[src/rtl/normal_cdf_polynomial_approx_macros.svh]
// Assertion helpers for the normal CDF block.
`ifndef NORMAL_CDF_POLYNOMIAL_APPROX_MACROS_SVH
`define NORMAL_CDF_POLYNOMIAL_APPROX_MACROS_SVH

`ifndef SYNTHESIS

// Same-cycle implication.
`define NCDF_ASSERT_IMP(lbl, clk, rst, ante, cons, msg) \
   lbl: assert property (@(posedge clk) disable iff (rst) (ante) |-> (cons)) \
      else $error(msg);

// Next-cycle implication.
`define NCDF_ASSERT_NXT(lbl, clk, rst, ante, cons, msg) \
   lbl: assert property (@(posedge clk) disable iff (rst) (ante) |=> (cons)) \
      else $error(msg);

`else

`define NCDF_ASSERT_IMP(lbl, clk, rst, ante, cons, msg)
`define NCDF_ASSERT_NXT(lbl, clk, rst, ante, cons, msg)

`endif

`endif

[src/rtl/ncdf_pkg.sv]
package ncdf_pkg;

   localparam int X_W   = 15;  // Q3.11 argument
   localparam int A_W   = 15;  // |x|, 0 .. 16384
   localparam int CDF_W = 16;  // Q0.16 result
   localparam int T_W   = 31;  // t in Q30, up to 1.0
   localparam int PW    = 35;  // signed polynomial accumulator
   localparam int PM_W  = 34;  // polynomial magnitude
   localparam int DEN_W = 29;  // density in Q30, below 0.5

   localparam int TAYLOR_TERMS = 10;
   localparam int SQUARINGS    = 6;
   localparam int DIV_BITS     = T_W;

   localparam int RECIP_LAT = 2 + DIV_BITS;
   localparam int GAUSS_LAT = 1 + 4 * TAYLOR_TERMS + 2 * SQUARINGS + 2;
   localparam int POLY_LAT  = 3 * 5;
   localparam int ALIGN_LAT = GAUSS_LAT - RECIP_LAT - POLY_LAT;

   localparam longint unsigned ONE30_L = 64'd1073741824;

   localparam logic [27:0] K_P =
      28'((64'd2316419 * ONE30_L + 64'd5000000) / 64'd10000000);
   localparam logic [DEN_W-1:0] K_INV_SQRT_2PI =
      DEN_W'((64'd3989422804 * ONE30_L + 64'd5000000000) / 64'd10000000000);

   localparam longint K_B1_L =
      longint'((64'd319381530 * ONE30_L + 64'd500000000) / 64'd1000000000);
   localparam longint K_B2_L =
      -longint'((64'd356563782 * ONE30_L + 64'd500000000) / 64'd1000000000);
   localparam longint K_B3_L =
      longint'((64'd1781477937 * ONE30_L + 64'd500000000) / 64'd1000000000);
   localparam longint K_B4_L =
      -longint'((64'd1821255978 * ONE30_L + 64'd500000000) / 64'd1000000000);
   localparam longint K_B5_L =
      longint'((64'd1330274429 * ONE30_L + 64'd500000000) / 64'd1000000000);

   localparam logic signed [PW-1:0] K_B5 = PW'(K_B5_L);

   // Constant added after each Horner multiply; the last step adds nothing.
   localparam logic signed [PW-1:0] POLY_ADD [5] = '{
      PW'(K_B4_L), PW'(K_B3_L), PW'(K_B2_L), PW'(K_B1_L), PW'(0)
   };

   // ceil(2^34 / k): exact quotient for dividends below 2^30.
   localparam logic [34:0] TAYLOR_RECIP [1:10] = '{
      35'((64'd17179869184 + 64'd0) / 64'd1),
      35'((64'd17179869184 + 64'd1) / 64'd2),
      35'((64'd17179869184 + 64'd2) / 64'd3),
      35'((64'd17179869184 + 64'd3) / 64'd4),
      35'((64'd17179869184 + 64'd4) / 64'd5),
      35'((64'd17179869184 + 64'd5) / 64'd6),
      35'((64'd17179869184 + 64'd6) / 64'd7),
      35'((64'd17179869184 + 64'd7) / 64'd8),
      35'((64'd17179869184 + 64'd8) / 64'd9),
      35'((64'd17179869184 + 64'd9) / 64'd10)
   };

endpackage

[src/rtl/ncdf_recip.sv]
// t = round(2^60 / (1 + p*a)) by a restoring divider, one quotient bit a stage.
module ncdf_recip (
   input  logic                      clock,
   input  logic                      en,
   input  logic [ncdf_pkg::A_W-1:0]  a,
   output logic [ncdf_pkg::T_W-1:0]  t
);
   import ncdf_pkg::*;

   logic [42:0] pa_ff;
   logic [31:0] den_ff;
   logic [43:0] den_sum;

   logic [31:0]      rem_ff [DIV_BITS-1];
   logic [31:0]      dd_ff  [DIV_BITS-1];
   logic [T_W-1:0]   q_ff   [DIV_BITS];

   assign den_sum = 44'(pa_ff) + 44'd1024;

   always_ff @(posedge clock) begin
      if (en) begin
         pa_ff  <= 43'(a) * 43'(K_P);
         den_ff <= 32'(33'(ONE30_L) + den_sum[43:11]);
      end
   end

   // Numerator is 2^60 + den/2: top part starts the remainder at 2^29,
   // low bits are den shifted right by one.
   for (genvar i = 0; i < DIV_BITS; i++) begin : g_div
      localparam int B = DIV_BITS - 1 - i;
      logic [31:0]    rem_prev;
      logic [31:0]    dd_prev;
      logic [T_W-1:0] q_prev;
      logic [T_W-1:0] q_in;
      logic [32:0]    trial;
      logic [32:0]    diff;
      logic           ge;

      if (i == 0) begin : g_first
         assign rem_prev = 32'h2000_0000;
         assign dd_prev  = den_ff;
         assign q_prev   = '0;
      end else begin : g_next
         assign rem_prev = rem_ff[i-1];
         assign dd_prev  = dd_ff[i-1];
         assign q_prev   = q_ff[i-1];
      end

      always_comb begin
         trial = {rem_prev, dd_prev[B+1]};
         diff  = trial - {1'b0, dd_prev};
         ge    = trial >= {1'b0, dd_prev};
         q_in  = q_prev;
         q_in[B] = ge;
      end

      always_ff @(posedge clock) begin
         if (en) begin
            q_ff[i] <= q_in;
         end
      end

      if (i < DIV_BITS - 1) begin : g_carry
         always_ff @(posedge clock) begin
            if (en) begin
               rem_ff[i] <= ge ? diff[31:0] : trial[31:0];
               dd_ff[i]  <= dd_prev;
            end
         end
      end
   end

   assign t = q_ff[DIV_BITS-1];

endmodule

[config.mk]
export PLATFORM = sky130hd
export DESIGN_NAME = ncdf_recip
export DESIGN_NICKNAME = d
export VERILOG_FILES = /design/src/rtl/normal_cdf_polynomial_approx_macros.svh /design/src/rtl/ncdf_pkg.sv /design/src/rtl/ncdf_recip.sv
export SDC_FILE = /design/constraint.sdc
export NUM_CORES = 2
export LEC_CHECK = 0
export BUFFER_PORTS_ARGS = -buffer_cell sky130_fd_sc_hd__buf_2
export CAP_MARGIN = 20
export CORE_UTILIZATION = 55
export DETAILED_ROUTE_END_ITERATION = 10
export PLACE_DENSITY = 0.77
export SYNTH_ARGS = -nofsm -noshare
export SYNTH_HDL_FRONTEND = slang
export SYNTH_SLANG_ARGS = --single-unit
[constraint.sdc]
create_clock -name clock -period 9 [get_ports clock]
set_clock_uncertainty 0.2 [all_clocks]
set_input_delay 1.8 -clock clock [delete_from_list [all_inputs] [get_ports clock]]
set_output_delay 1.8 -clock clock [all_outputs]
set_load 0.1 [all_outputs]
**Word-level counts from Yosys, hierarchy flattened**

Memory sizes are Yosys's and may differ from the RTL's.
Cells that the tools add are included.

- $add $sub $neg: 32
- Multiply operators: 1
- Order comparisons: 31
- Mux-type cells: 32

Operator list:

| cell | number |
|---|---|
| $ge A33 B32 Y1 | 30 |
| $mux W32 | 30 |
| $sub A32 B32 Y32 | 29 |
| $add A43 B11 Y43 const B | 1 |
| $mul A15 B26 Y41 const B | 1 |
| $add A31 B32 Y32 const A | 1 |
| $ge A31 B32 Y1 | 1 |
| $sub A31 B32 Y32 | 1 |
| $mux W1 | 2 |

- Bits in registers: 73
- Memory bits (writable): 2881
- Input port bits: 17
- Output and inout bits: 31
- Memories kept: 3

Memories:

| name | depth | bits a word | read ports | clocked after memory_dff | wr ports | line | text |
|---|---|---|---|---|---|---|---|
| q_ff | 31 | 31 | 31 | 0 | 31 | ncdf_recip.sv:16 | `logic [T_W-1:0] q_ff [DIV_BITS];` |
| dd_ff | 30 | 32 | 30 | 0 | 30 | ncdf_recip.sv:15 | `logic [31:0] dd_ff [DIV_BITS-1];` |
| rem_ff | 30 | 32 | 30 | 0 | 30 | ncdf_recip.sv:14 | `logic [31:0] rem_ff [DIV_BITS-1];` |

**Logic depth before layout (Yosys ltp)**

An unclocked memory read counts as a cell.

- Depth after elaboration: 3
- Mapped depth: 24
- Gate-level depth less buffers: 24

**Worst setup path before layout**

OpenSTA, ideal clock, no wires.

- Path kind: input to register
- From: in a[0] in the netlist's numbering
- To: reg pa_ff[40] (data pin)
- Setup time: 0.258 ns
- Arrival time: 7.142 ns
- Required time: 8.542 ns
- Path slack: 1.401 ns
- Stages on the path: 23
- Path buffers: 0
- Cells stage by stage: inv_1 fa_1 inv_1 fa_1 fa_1 inv_1 fa_1 inv_1 fa_1 inv_1 fa_1 inv_1 ha_1 a21o_1 a21oi_1 o21bai_1 a21o_1 a221oi_1 o21ai_0 a31oi_1 inv_1 a21oi_1 xnor2_1

- Cells in the longest elaborated chain, start to end: 1

RTL lines:

| what | line | text |
|---|---|---|
| from (decl) | ncdf_recip.sv:5 | `input logic [ncdf_pkg::A_W-1:0] a,` |
| $mul A15 B26 Y41 | ncdf_recip.sv:22 | `pa_ff <= 43'(a) * 43'(K_P);` |
| to (signal assigned) | ncdf_recip.sv:22 |  |
| to (decl) | ncdf_recip.sv:10 | `logic [42:0] pa_ff;` |

No other way between the ends.
A chain may end at the register's enable or synchronous reset.

**Worst setup path after layout**

- From: in a[4] in the netlist's numbering
- To: reg pa_ff[40] (data pin)

Same word-level chain as after synthesis.

==> results.sh <==
export IMPL_status="finished, final reports clean"
export IMPL_seq_area_frac_synth_pct=52.3
export IMPL_post_route_drc_count=0
export IMPL_drt_iter0_markers=8172
export IMPL_hold_viol=0
export IMPL_vias_per_cell=5.88
export IMPL_cp_depth=24
export IMPL_grt_pass1_wl_um=534000
export IMPL_cts_buffers_inserted=278
export IMPL_worstSetupPathType="input pin to register"
export IMPL_nets=13900
export IMPL_crit_fanout=7
export IMPL_dieArea_mm2=0.261
export IMPL_fin_ws_ns=1.41
export IMPL_htreeDepth=5
export IMPL_ctsResizeCount=0
export IMPL_cpMostUsedCell="inv_1"
export IMPL_p_leak_uw=0.0644
export IMPL_drv_slew=0
export IMPL_antenna_found_initial=17
export IMPL_ys_ff_latch=2481
export IMPL_core_mm2=0.257
export IMPL_gp_congestion=0.963
export IMPL_reg2reg_to="rem_ff[10][5]"
export IMPL_fill_cells=20300
export IMPL_path_clk_slew_ns=0.06
export IMPL_drive_gt1_share_pct=7.83
export IMPL_ctsRootBufferMaster="clkbuf_16"
export IMPL_maxCapViolCount=0
export IMPL_synth_area_leaders="edfxtp_1 (52%), ha_1 (9.8%), inv_1 (3.6%)"
export IMPL_vias=95200
export IMPL_synth_nets=13800
export IMPL_reg2reg_slack_ns=3.89
export IMPL_cts_setup_buffers=0
export IMPL_die_width_um=511
export IMPL_crit_path_end="pa_ff[40]"
export IMPL_cts_max_path_buffers=4
export IMPL_wl_per_cell_um=21.3
export IMPL_grt_ovfl_total=0
export IMPL_cp_end_kind="register"
export IMPL_clock_latency_ns=0.91
export IMPL_cts_tree="done"
export IMPL_peakVddDrop_v=0.000377
export IMPL_placementRows=186
export IMPL_worst_pin_slew_ns=1.20
export IMPL_worstSetupStartpoint="a[4]"
export IMPL_crit_buf_inv=7
export IMPL_grt_max_degree=175
export IMPL_final_common_cell="edfxtp_1"
export IMPL_reg2reg_depth=13
export IMPL_ys_warn_count=0
export IMPL_die_y_um=511
export IMPL_synthCells=12500
export IMPL_initial_core_util_pct=55.4
export IMPL_drt_first_pass_iters=9
export IMPL_critPathMaxStageDelay_ns=0.56
export IMPL_start_kind="input pin"
export IMPL_post_route_period_util_pct=84.3
export IMPL_clock_fmax_mhz=132
export IMPL_relSlewSlack_pct=17.6
export IMPL_ios=48
export IMPL_place_hpwl_um=260000
export IMPL_layout_common_cells="edfxtp_1 (2481), inv_1 (1385), ha_1 (1116)"
export IMPL_crit_chain="buf_2, inv_1, ha_1, inv_1, fa_1, ha_1, inv_1, fa_1, inv_1, fa_1, fa_1, ha_1, a41o_1, a221oi_1, o21ai_0, a21oi_1, o21ai_0, buf_4, a221oi_1, o21ai_0, a31oi_1, inv_1, a21oi_1, xnor2_1"
export IMPL_worstPathArrival_ns=8.01
export IMPL_holdWs_ns=0.205
export IMPL_drt_total_wl_um=345000
export IMPL_synthArstFlopShare_pct=0
export IMPL_period_needed_ns=7.59
export IMPL_area_delta_synth_final_pct=9.23
export IMPL_setup_tns_final_ns=0
export IMPL_drtAntennaViolNets=0
export IMPL_yosys_area_top_type="edfxtp_1"
export IMPL_avgSynthCellArea_um2=11.4
export IMPL_port_buffers=47
export IMPL_rsz0062_at_grt="false"
export IMPL_path_delay_family="adder cells"
export IMPL_synth_edf_count=2481
export IMPL_min_delay_path_class="register to register"
export IMPL_synth_cell_type_count=100
export IMPL_synthesis_area_mm2=0.142
export IMPL_ctsHoldBuffers=0
export IMPL_powerDensity_mw_per_mm2=392
export IMPL_place_ws_ns=0.414
export IMPL_ys_flop_type="edfxtp_1"
export IMPL_cp_required_ns=9.42
export IMPL_r2r_start="dd_ff[1][102]"
export IMPL_slowest_stage="fa_1"
export IMPL_clkSinkCount=2481
export IMPL_setup_viol=0
export IMPL_first_global_vias=94200
export IMPL_grtUsageTotal_pct=26.0
export IMPL_synth_top_area_share_pct=52.3
-- state kept, by name, indices dropped and copies added (netlist names) --
name    flops
q_ff      496
den_ff     32
rem_ff    960
dd_ff     960
pa_ff      33
-- layout make-up --
| cell class | instances | area, µm² | area share (%) |
|---|---|---|---|
| clock inverter | 160 | 1550 | 0.999 |
| inverter | 1386 | 5200 | 3.34 |
| sequential | 2481 | 74500 | 47.9 |
| timing repair buffer | 122 | 963 | 0.619 |
| tap | 3384 | 4230 | 2.72 |
| antenna | 3 | 7.51 | 0.00482 |
| clock buffer | 336 | 7320 | 4.71 |
| multi-input combinational | 8334 | 61800 | 39.7 |
-- layer usage --
metal  global-route usage, %  up-vias  routed length [µm]
li1                        -    45600                   -
met1                    32.9    46000              143000
met2                    44.6     2850              167000
met3                    3.27      757               17700
met4                    11.7       10               17000
met5                       0        -                 298
-- cells in the mapped netlist (29+ instances only) --
library cell / n
nand3_1: 187
a21o_1: 530
o21ai_0: 752
o31ai_1: 75
a211oi_1: 72
o211ai_1: 50
or3_1: 40
inv_1: 1385
clkbuf_1: 219
nor2_1: 654
mux2_2: 346
and4_1: 29
or2_2: 39
a21boi_0: 32
and3_1: 83
edfxtp_1: 2481
o21bai_1: 138
nand4_1: 165
nor4_1: 39
nand2_1: 850
o21a_1: 137
fa_1: 152
nand2b_1: 140
a21oi_1: 924
xnor2_1: 522
and2_1: 54
nor3_1: 151
mux2i_1: 34
nor2b_1: 176
xor2_1: 333
a31oi_1: 86
ha_1: 1116
-- per-stage QoR --
| step | utilization [%] | cell area [µm²] | total power, µW | cells |
|---|---|---|---|---|
| after floorplan | - | 142000 | 41500 | 12500 |
| after global placement | 57.0 | 147000 | 48800 | 15700 |
| after detailed placement | 57.0 | 147000 | 49400 | 15700 |
| after CTS | 60.5 | 156000 | 61000 | 16200 |
| after global routing | 60.5 | 156000 | 65100 | 16200 |
| final | 60.5 | 156000 | 61000 | 16200 |
-- power breakdown --
group	switching (µW)	internal, µW
combinational	17200	12800
clock	4670	6490
sequential	2180	17700
-- cells by family after synthesis --
| kind of cell | count (synthesis) | share of synthesized area (%) |
|---|---|---|
| flops | 2481 | 52.3 |
| mux | 418 | 3.35 |
| fa+ha+maj | 1268 | 11.9 |
| buf+inv | 1656 | 4.44 |
| xor+xnor | 855 | 5.26 |
| compound gates | 3104 | 13.7 |
| simple gates | 2689 | 9.03 |
-- worst min-delay path by stage --
stage                       from      endpoint  slack (ns)  depth (start not counted)
detailed placement  q_ff[0][336]  q_ff[0][367]        0.20                          0
CTS                 q_ff[1][392]  q_ff[1][423]        0.21                          0
global route        q_ff[1][392]  q_ff[1][423]        0.21                          0
finish              q_ff[1][233]  q_ff[1][264]        0.20                          0
global placement    q_ff[1][239]  q_ff[1][270]        0.20                          0
floorplan            q_ff[0][90]  q_ff[0][121]        0.20                          0
-- worst reg2reg max path, cell delays in order (launching register included) --
cell and delay [ns]:
edfxtp_1 0.69, inv_1 0.12, ha_1 0.36, a21o_1 0.13, a21o_1 0.10, a21oi_1 0.10, nor3b_1 0.20, a211oi_1 0.56
a21oi_1 0.32, o211a_1 0.36, o21ai_4 0.43, buf_4 0.49, nor2_1 0.11, a21oi_1 0.66
No activity file was read; power rests on OpenSTA's default activity.
